$ cat src/design/dmb_pkg.sv
// Shared types, constants and the blink period table for the disturbance monitor.
// No dependencies; used by dmb_eval and disturbance_monitor_blink_core.
package dmb_pkg;

    // Field and register widths
    localparam int SAMPLE_BITS_DEF = 12;
    localparam int CFG_IDX_W       = 3;
    localparam int CFG_DATA_W      = 12;
    localparam int LIMIT_W         = 12;
    localparam int COUNT_W         = 8;
    localparam int FLAG_W          = 3;
    localparam int PERIOD_W        = 10;
    localparam int TIMER_W         = 16;

    // Configuration register indexes
    localparam logic [CFG_IDX_W-1:0] CFG_SAMPLE_INTERVAL = 3'd0;
    localparam logic [CFG_IDX_W-1:0] CFG_SETTLE_COUNT    = 3'd1;
    localparam logic [CFG_IDX_W-1:0] CFG_TEMP_LIMIT      = 3'd2;
    localparam logic [CFG_IDX_W-1:0] CFG_INPUT_LIMIT     = 3'd3;
    localparam logic [CFG_IDX_W-1:0] CFG_OUTPUT_LIMIT    = 3'd4;
    localparam logic [CFG_IDX_W-1:0] CFG_CRANK_THRESHOLD = 3'd5;

    // Reset values
    localparam logic [COUNT_W-1:0]  INTERVAL_RESET  = 8'd1;
    localparam logic [COUNT_W-1:0]  SETTLE_RESET    = 8'd10;
    localparam logic [LIMIT_W-1:0]  LIMIT_RESET     = 12'd50;
    localparam logic [LIMIT_W-1:0]  THRESHOLD_RESET = 12'd100;
    localparam logic [PERIOD_W-1:0] PERIOD_RESET    = 10'd500;

    // Flag bit positions
    localparam int FLAG_TEMP = 0;
    localparam int FLAG_VIN  = 1;
    localparam int FLAG_VOUT = 2;

    // Compare results handed from the evaluator to the core
    typedef struct packed {
        logic              mode;
        logic [FLAG_W-1:0] flags;
    } t_eval;

    // Map a flag code to its blink period
    function automatic logic [PERIOD_W-1:0] blink_period_of(input logic [FLAG_W-1:0] code);
        logic [PERIOD_W-1:0] p;
        unique case (code)
            3'd1:    p = 10'd1000;
            3'd2:    p = 10'd500;
            3'd3:    p = 10'd250;
            3'd4:    p = 10'd125;
            3'd5:    p = 10'd100;
            3'd6:    p = 10'd50;
            3'd7:    p = 10'd25;
            default: p = 10'd0;
        endcase
        return p;
    endfunction

endpackage

$ cat src/design/disturbance_monitor_blink_core.sv
// Disturbance monitor core: one request per tick, one result per request.
// A result is valid the cycle after its request is accepted.
// Throughput: one request per clock; the output register lets a new request in
// whenever the held result is taken in the same cycle or none is held.
// Reset (synchronous, active low) returns configuration and monitor state to their defaults.
// Depends on dmb_pkg and dmb_eval.
module disturbance_monitor_blink_core #(
    parameter int SAMPLE_BITS = dmb_pkg::SAMPLE_BITS_DEF
) (
    input  logic                           i_clk,
    input  logic                           i_rst_n,
    // Tick requests
    input  logic                           i_in_valid,
    output logic                           o_in_ready,
    input  logic [SAMPLE_BITS-1:0]         i_temp_sample,
    input  logic [SAMPLE_BITS-1:0]         i_vin_sample,
    input  logic [SAMPLE_BITS-1:0]         i_vout_sample,
    input  logic [SAMPLE_BITS-1:0]         i_crank_sample,
    // Results
    output logic                           o_out_valid,
    input  logic                           i_out_ready,
    output logic                           o_boost_on,
    output logic                           o_led_on,
    output logic [dmb_pkg::FLAG_W-1:0]     o_disturb_flags,
    output logic [dmb_pkg::FLAG_W-1:0]     o_blink_code,
    // Configuration writes
    input  logic                           i_cfg_valid,
    output logic                           o_cfg_ready,
    input  logic [dmb_pkg::CFG_IDX_W-1:0]  i_cfg_index,
    input  logic [dmb_pkg::CFG_DATA_W-1:0] i_cfg_data
);

    localparam int CW = dmb_pkg::COUNT_W;
    localparam int LW = dmb_pkg::LIMIT_W;
    localparam int FW = dmb_pkg::FLAG_W;
    localparam int PW = dmb_pkg::PERIOD_W;
    localparam int TW = dmb_pkg::TIMER_W;

    // Configuration registers
    logic [CW-1:0] r_sample_interval;
    logic [CW-1:0] r_settle_count;
    logic [LW-1:0] r_temp_limit;
    logic [LW-1:0] r_input_limit;
    logic [LW-1:0] r_output_limit;
    logic [LW-1:0] r_crank_threshold;

    // Monitor state
    logic [CW-1:0]          r_tick_counter,   n_tick_counter;
    logic [CW-1:0]          r_settle_counter, n_settle_counter;
    logic                   r_first_pending,  n_first_pending;
    logic                   r_settled_mode,   n_settled_mode;
    logic [SAMPLE_BITS-1:0] r_temp_base,      n_temp_base;
    logic [SAMPLE_BITS-1:0] r_vin_base,       n_vin_base;
    logic [SAMPLE_BITS-1:0] r_vout_base,      n_vout_base;
    logic [FW-1:0]          r_flag_bits,      n_flag_bits;
    logic [FW-1:0]          r_pattern_code,   n_pattern_code;
    logic [PW-1:0]          r_blink_period,   n_blink_period;
    logic [TW-1:0]          r_blink_timer,    n_blink_timer;
    logic                   r_led_level,      n_led_level;

    // Output register
    logic          r_out_valid;
    logic          r_boost_on;
    logic          r_led_on;
    logic [FW-1:0] r_disturb_flags;
    logic [FW-1:0] r_blink_code;

    logic           in_accept;
    dmb_pkg::t_eval eval;

    // Accept a request whenever the output register is empty or being drained
    assign o_in_ready  = !r_out_valid || i_out_ready;
    assign in_accept   = i_in_valid && o_in_ready;
    assign o_cfg_ready = 1'b1;

    assign o_out_valid     = r_out_valid;
    assign o_boost_on      = r_boost_on;
    assign o_led_on        = r_led_on;
    assign o_disturb_flags = r_disturb_flags;
    assign o_blink_code    = r_blink_code;

    dmb_eval #(
        .SAMPLE_BITS(SAMPLE_BITS)
    ) u_eval (
        .i_temp            (i_temp_sample),
        .i_vin             (i_vin_sample),
        .i_vout            (i_vout_sample),
        .i_crank           (i_crank_sample),
        .i_temp_base       (r_temp_base),
        .i_vin_base        (r_vin_base),
        .i_vout_base       (r_vout_base),
        .i_temp_limit      (r_temp_limit),
        .i_input_limit     (r_input_limit),
        .i_output_limit    (r_output_limit),
        .i_crank_threshold (r_crank_threshold),
        .o_eval            (eval)
    );

    // Next state for one tick
    always_comb begin
        n_tick_counter   = r_tick_counter;
        n_settle_counter = r_settle_counter;
        n_first_pending  = r_first_pending;
        n_settled_mode   = r_settled_mode;
        n_temp_base      = r_temp_base;
        n_vin_base       = r_vin_base;
        n_vout_base      = r_vout_base;
        n_flag_bits      = r_flag_bits;
        n_pattern_code   = r_pattern_code;
        n_blink_period   = r_blink_period;
        n_blink_timer    = r_blink_timer;
        n_led_level      = r_led_level;

        // Evaluate on interval match, otherwise count on
        if (r_tick_counter == r_sample_interval) begin
            n_tick_counter = '0;
            priority if (r_settled_mode == eval.mode) begin
                if (r_first_pending) begin
                    // Capture baselines once input voltage is present
                    if (i_vin_sample != '0) begin
                        n_first_pending = 1'b0;
                        n_temp_base     = i_temp_sample;
                        n_vin_base      = i_vin_sample;
                        n_vout_base     = i_vout_sample;
                    end
                end else begin
                    n_flag_bits    = eval.flags;
                    n_pattern_code = eval.flags;
                    if (eval.flags == '0) begin
                        n_led_level = 1'b0;
                    end else begin
                        n_blink_period = dmb_pkg::blink_period_of(eval.flags);
                    end
                end
            end else if (r_settle_counter != '0) begin
                n_settle_counter = r_settle_counter - CW'(1);
            end else begin
                // Settled: rebaseline under the new mode
                n_settle_counter = r_settle_count;
                n_temp_base      = i_temp_sample;
                n_vin_base       = i_vin_sample;
                n_vout_base      = i_vout_sample;
                n_settled_mode   = eval.mode;
            end
        end else begin
            n_tick_counter = r_tick_counter + CW'(1);
        end

        // Advance the blink timer while a pattern is active
        if (n_pattern_code != '0) begin
            if (r_blink_timer >= TW'(n_blink_period)) begin
                n_blink_timer = '0;
                n_led_level   = !n_led_level;
            end else begin
                n_blink_timer = r_blink_timer + TW'(1);
            end
        end
    end

    // Configuration registers
    always_ff @(posedge i_clk) begin
        if (!i_rst_n) begin
            r_sample_interval <= dmb_pkg::INTERVAL_RESET;
            r_settle_count    <= dmb_pkg::SETTLE_RESET;
            r_temp_limit      <= dmb_pkg::LIMIT_RESET;
            r_input_limit     <= dmb_pkg::LIMIT_RESET;
            r_output_limit    <= dmb_pkg::LIMIT_RESET;
            r_crank_threshold <= dmb_pkg::THRESHOLD_RESET;
        end else if (i_cfg_valid) begin
            unique case (i_cfg_index)
                dmb_pkg::CFG_SAMPLE_INTERVAL: r_sample_interval <= i_cfg_data[CW-1:0];
                dmb_pkg::CFG_SETTLE_COUNT:    r_settle_count    <= i_cfg_data[CW-1:0];
                dmb_pkg::CFG_TEMP_LIMIT:      r_temp_limit      <= i_cfg_data[LW-1:0];
                dmb_pkg::CFG_INPUT_LIMIT:     r_input_limit     <= i_cfg_data[LW-1:0];
                dmb_pkg::CFG_OUTPUT_LIMIT:    r_output_limit    <= i_cfg_data[LW-1:0];
                dmb_pkg::CFG_CRANK_THRESHOLD: r_crank_threshold <= i_cfg_data[LW-1:0];
                default: ;
            endcase
        end
    end

    // Commit state on each accepted request
    always_ff @(posedge i_clk) begin
        if (!i_rst_n) begin
            r_tick_counter   <= '0;
            r_settle_counter <= dmb_pkg::SETTLE_RESET;
            r_first_pending  <= 1'b1;
            r_settled_mode   <= 1'b0;
            r_temp_base      <= '0;
            r_vin_base       <= '0;
            r_vout_base      <= '0;
            r_flag_bits      <= '0;
            r_pattern_code   <= '0;
            r_blink_period   <= dmb_pkg::PERIOD_RESET;
            r_blink_timer    <= '0;
            r_led_level      <= 1'b0;
        end else if (in_accept) begin
            r_tick_counter   <= n_tick_counter;
            r_settle_counter <= n_settle_counter;
            r_first_pending  <= n_first_pending;
            r_settled_mode   <= n_settled_mode;
            r_temp_base      <= n_temp_base;
            r_vin_base       <= n_vin_base;
            r_vout_base      <= n_vout_base;
            r_flag_bits      <= n_flag_bits;
            r_pattern_code   <= n_pattern_code;
            r_blink_period   <= n_blink_period;
            r_blink_timer    <= n_blink_timer;
            r_led_level      <= n_led_level;
        end
    end

    // Output valid: set on accept, drop when taken
    always_ff @(posedge i_clk) begin
        if (!i_rst_n) begin
            r_out_valid <= 1'b0;
        end else if (in_accept) begin
            r_out_valid <= 1'b1;
        end else if (i_out_ready) begin
            r_out_valid <= 1'b0;
        end
    end

    // Output payload: load with this tick's result
    always_ff @(posedge i_clk) begin
        if (in_accept) begin
            r_boost_on      <= eval.mode;
            r_led_on        <= n_led_level;
            r_disturb_flags <= n_flag_bits;
            r_blink_code    <= n_pattern_code;
        end
    end

`ifndef SYNTH
    // LED can only be lit while a blink pattern is active
    a_led_needs_pattern: assert property (@(posedge i_clk) disable iff (!i_rst_n)
        r_led_level |-> (r_pattern_code != '0))
        else $error("LED lit with no active blink pattern");

    // Pattern code always follows the last flag code
    a_pattern_tracks_flags: assert property (@(posedge i_clk) disable iff (!i_rst_n)
        r_pattern_code == r_flag_bits)
        else $error("pattern code differs from flag bits");

    // No flags before the first baseline is captured
    a_no_flags_before_base: assert property (@(posedge i_clk) disable iff (!i_rst_n)
        r_first_pending |-> (r_flag_bits == '0))
        else $error("flags raised before first baseline");

    // A held result is not overwritten without a request
    a_result_holds: assert property (@(posedge i_clk) disable iff (!i_rst_n)
        (r_out_valid && !i_out_ready) |=> (r_out_valid && $stable(r_blink_code)))
        else $error("stalled result changed");
`endif

endmodule

$ cat src/design/dmb_eval.sv
// Mode decision and per-channel deviation compares for one tick.
// Depends on dmb_pkg for widths and the t_eval result struct.
module dmb_eval #(
    parameter int SAMPLE_BITS = dmb_pkg::SAMPLE_BITS_DEF
) (
    input  logic [SAMPLE_BITS-1:0]      i_temp,
    input  logic [SAMPLE_BITS-1:0]      i_vin,
    input  logic [SAMPLE_BITS-1:0]      i_vout,
    input  logic [SAMPLE_BITS-1:0]      i_crank,
    input  logic [SAMPLE_BITS-1:0]      i_temp_base,
    input  logic [SAMPLE_BITS-1:0]      i_vin_base,
    input  logic [SAMPLE_BITS-1:0]      i_vout_base,
    input  logic [dmb_pkg::LIMIT_W-1:0] i_temp_limit,
    input  logic [dmb_pkg::LIMIT_W-1:0] i_input_limit,
    input  logic [dmb_pkg::LIMIT_W-1:0] i_output_limit,
    input  logic [dmb_pkg::LIMIT_W-1:0] i_crank_threshold,
    output dmb_pkg::t_eval              o_eval
);

    localparam int CMP_W = (SAMPLE_BITS > dmb_pkg::LIMIT_W) ? SAMPLE_BITS : dmb_pkg::LIMIT_W;

    logic [SAMPLE_BITS-1:0] temp_dev;
    logic [SAMPLE_BITS-1:0] vin_dev;
    logic [SAMPLE_BITS-1:0] vout_dev;

    // Absolute deviation from baseline
    assign temp_dev = (i_temp >= i_temp_base) ? (i_temp - i_temp_base) : (i_temp_base - i_temp);
    assign vin_dev  = (i_vin  >= i_vin_base)  ? (i_vin  - i_vin_base)  : (i_vin_base  - i_vin);
    assign vout_dev = (i_vout >= i_vout_base) ? (i_vout - i_vout_base) : (i_vout_base - i_vout);

    // Boost when crank is above threshold; flag channels over their limit
    always_comb begin
        o_eval.mode = CMP_W'(i_crank) > CMP_W'(i_crank_threshold);
        o_eval.flags[dmb_pkg::FLAG_TEMP] = CMP_W'(temp_dev) > CMP_W'(i_temp_limit);
        o_eval.flags[dmb_pkg::FLAG_VIN]  = CMP_W'(vin_dev)  > CMP_W'(i_input_limit);
        o_eval.flags[dmb_pkg::FLAG_VOUT] = CMP_W'(vout_dev) > CMP_W'(i_output_limit);
    end

endmodule
$ cat config.mk
export PLATFORM = sky130hd
export DESIGN_NAME = disturbance_monitor_blink_core
export DESIGN_NICKNAME = d
export VERILOG_FILES = /design/src/design/dmb_pkg.sv /design/src/design/disturbance_monitor_blink_core.sv /design/src/design/dmb_eval.sv
export SDC_FILE = /design/constraint.sdc
export NUM_CORES = 1
export LEC_CHECK = 0
export BUFFER_PORTS_ARGS = -buffer_cell sky130_fd_sc_hd__buf_2
export CAP_MARGIN = 20
export CORE_MARGIN = 1.5
export CORE_UTILIZATION = 25
export DETAILED_ROUTE_END_ITERATION = 8
export PLACE_DENSITY = 0.51
export SETUP_SLACK_MARGIN = 0.1
export SYNTH_ARGS = -nofsm -noshare
export SYNTH_HDL_FRONTEND = slang
export SYNTH_SLANG_ARGS = --single-unit
$ cat constraint.sdc
create_clock -name i_clk -period 18 [get_ports i_clk]
set_input_delay 1.8 -clock i_clk [delete_from_list [all_inputs] [get_ports i_clk]]
set_output_delay 1.8 -clock i_clk [all_outputs]
set_load 0.05 [all_outputs]
==> results.md <==
* TritonCTS clock tree: built
* Power density normalized to cell area at 75.1 mW/mm^2
* Tot GR Track Use at 13.1%
* Total negative setup slack at 0 ns
* Via count at 9,685
* Cell area after technology mapping at 0.0113 mm^2
* Kind of capture point of the worst setup path: register
* RSZ-0062 raised after global routing: no
* Global-route wire length before repair at 48.8 mm
* Post-route ant nets at 0
* # Post-CTS Setup Buffers at 0
* DIE AREA at 0.0464 mm^2
* Post-detailed-placement half-perimeter wirelength at 22.9 mm
* Setup WS pre-CTS at 9.25 ns
* Worst vdd ir at 70.3 uV
* Clock network fraction of total power at 38.6%
* Peak Freq at 0.120 GHz
* Number of instances resized during post-cts repair at 0
* Area growth from synthesis to layout at 13.4%
* Actual transition at the worst max-transition pin at 1.03 ns
* Width of the die at 215 um
* Cell type with the largest total area after synthesis: sky130_fd_sc_hd__dfxtp_1
* Combinational power share at 22.4%
* Run status: complete, no violations
* Register bit count reported by yosys at 160
* Initial cell density of the core at 25.4%
* Worst path slowest cell: sky130_fd_sc_hd__a31oi_2
* Portion of the clock cycle consumed by the worst path in the final layout at 46.3%
* Slowest cell delay on critical path at 0.60 ns
* Root buffer selected by CTS: sky130_fd_sc_hd__clkbuf_16
* Number of clock sinks at 160
* Final worst-path setup slack at 9.66 ns
* Area contributors post-synth: sky130_fd_sc_hd__dfxtp_1 (27%), sky130_fd_sc_hd__ha_1 (15%), sky130_fd_sc_hd__nand2_1 (6.6%)
* End-of-flow core utilization at 28.9%
* Final critical delay including setup and external delays at 8.34 ns
* Number of H-tree levels at 4
* HP Class: reg -> reg
* Type of the worst setup path: in -> reg
* Crit path launch type: input pin
* Number of top-level pins at 79
* Placement row count at 77
* Net Switching at 0.322 mW
* Final estimated routing congestion in global placement at 0.865
* Number of detailed-routing iterations run before antenna repair at 5
* Final routed DRC violation total at 0
* Syn Nets at 1,611
* Mapped Cells at 1,406
* Per-cell routed wire length at 14.6 um
* Final count of negative-setup-slack endpoints at 0
* Syn avg cell area at 8.02 um^2
* Top cells by count, synth: sky130_fd_sc_hd__nand2_1 (199), sky130_fd_sc_hd__dfxtp_1 (152), sky130_fd_sc_hd__inv_1 (141)
* Cts bufs inserted at 17
* Pin count of the biggest net entering global routing at 92
* Total Power at 0.960 mW
* Post-detailed-routing wire length at 30.1 mm
* Number of flops mapped to enable cells by yosys at 8
* Sequential fraction of the synthesis area at 29.1%
* Fraction of layout instances using a drive strength above 1 at 10.3%
* Portion of synthesized cell area occupied by the leading cell type at 27.0%
* Initial antenna violation count at 2
* Most instantiated library cell after synthesis: sky130_fd_sc_hd__nand2_1
* Max Transition Viols Final at 0
* Height of the die at 215 um
* Sequential standard cell area at 0.00328 mm^2
* Power share of the sequential group at 38.9%
* Internal at 0.638 mW
* Fraction of power spent switching nets at 33.6%
* Register-to-Register Setup Slack at 10.79 ns
* Insertion delay to the later sink of the worst-skew pair at 0.46 ns
* Number of nets in the layout at 1,657
* Number of buffers inserted by port buffering at 77
* Async S/R FF share, synth at 0%
* Worst EP arrival at 8.70 ns
* Fillcell total at 4,834
* Maxcap violations at 0
* Maximum clock skew at final layout at 0.0175 ns
* Remaining global-route overflow at 0
* Leading register cell type out of synthesis: sky130_fd_sc_hd__dfxtp_1
* Static leakage at 5.19 nW
* Placeable Area at 0.0443 mm^2
* Clock transition at path regs at 0.07 ns
* Yosys warnings at 0
* Most Frequent Cell on Critical Path: sky130_fd_sc_hd__a21oi_1
* Via/cell ratio at 4.70
* Clock Tree Buf Depth at 2
* Via count of the first global-routing pass at 9,330
* Worst endpoint required time at 18.36 ns
* Area of combinational cells with multiple inputs at 0.00719 mm^2
* Endpoints failing hold at 0
* Cell variety after synth at 88
* Critical Path Fanout Max at 16
* Drt initial violations at 565
* Max-slew headroom at 31.1%
* Number of hold-repair buffers added at the cts stage at 0
## cells by family after synthesis
family / after synthesis / synth area share [%]
other: 1 / 0.0333
multiplexers: 62 / 5.54
flip-flops: 160 / 29.1
AND/OR/NAND/NOR: 454 / 18.6
XOR/XNOR: 46 / 3.64
AO/OA/AOI/OAI: 346 / 20.2
buffers and inverters: 200 / 7.26
adder cells (fa/ha/maj): 137 / 15.6
## cell type report
class | instances | share of cell area (%)
Antenna cell | 3 | 0.0587
Clock buffer | 17 | 3.33
Clock inverter | 15 | 1.32
Inverter | 143 | 4.21
Multi-Input combinational cell | 1046 | 56.2
Sequential cell | 160 | 25.7
Tap cell | 592 | 5.79
Timing Repair Buffer | 84 | 3.42
## worst paths after layout
check,startpoint,end,cells past startpoint
worst max-delay path,i_vout_sample[0],r_blink_timer[3]$_SDFFE_PN0P_,26
worst min-delay path,r_input_limit[2]$_SDFFE_PN0P_,r_input_limit[2]$_SDFFE_PN0P_,2
worst max register to register,r_vout_base[0]$_SDFFE_PN0P_,r_blink_timer[3]$_SDFFE_PN0P_,24
worst min register to register,r_input_limit[2]$_SDFFE_PN0P_,r_input_limit[2]$_SDFFE_PN0P_,2
## registers in the layout, indices dropped and copies added, names as in the netlist, 10 cells and up
register,flops
r_blink_period,10
r_temp_base,12
r_temp_limit,12
r_vin_base,12
r_blink_timer,16
r_crank_threshold,12
r_vout_base,12
r_output_limit,12
r_input_limit,12
## per-stage QoR
stage	hold slack [ns]	area (um^2)	std cells
6_report	0.457	12800	2060
5_1_grt	0.477	12800	2057
4_1_cts	0.462	12800	2057
3_5_place_dp	0.451	12200	2025
3_3_place_gp	0.443	12200	2025
2_1_floorplan	0.433	11300	1406
## metal layers
metal  global-route usage, %  share of wire (%)
met1                    16.5                 47
met2                    22.2                 48
met3                    2.76                3.4
met4                    3.89                1.6
met5                       0                  0
## worst max-delay path, delay by kind of cell
kind,cells,cell delay [ns]
xor gates and xnor gates,1,0.18
AOI/OAI and AO/OA,14,4.00
adders and majority gates,4,1.16
buffers and inverters,3,0.23
and+or+nand+nor,4,1.32
## cell usage in the layout, fill, tap and decap left out, types with 32 or more instances in the layout
| cell type | netlist | layout |
|---|---|---|
| sky130_fd_sc_hd__inv_1 | 141 | 141 |
| sky130_fd_sc_hd__mux2i_1 | 59 | 58 |
| sky130_fd_sc_hd__nand3_1 | 32 | 32 |
| sky130_fd_sc_hd__o21ai_0 | 49 | 49 |
| sky130_fd_sc_hd__nor2_1 | 98 | 98 |
| sky130_fd_sc_hd__buf_2 | 6 | 77 |
| sky130_fd_sc_hd__dfxtp_1 | 152 | 152 |
| sky130_fd_sc_hd__ha_1 | 131 | 131 |
| sky130_fd_sc_hd__a21oi_1 | 135 | 135 |
| sky130_fd_sc_hd__nand2_1 | 199 | 199 |
## power by group through the flow
stage / Sequential [mW] / Combinational (mW) / Clock, mW
final: 0.374 / 0.216 / 0.371
after CTS: 0.374 / 0.218 / 0.384
after detailed placement: 0.382 / 0.216 / 0
after global routing: 0.375 / 0.242 / 0.399
after global placement: 0.382 / 0.213 / 0
after floorplan: 0.385 / 0.156 / 0
Note: power is estimated with default switching activity, not from simulation.
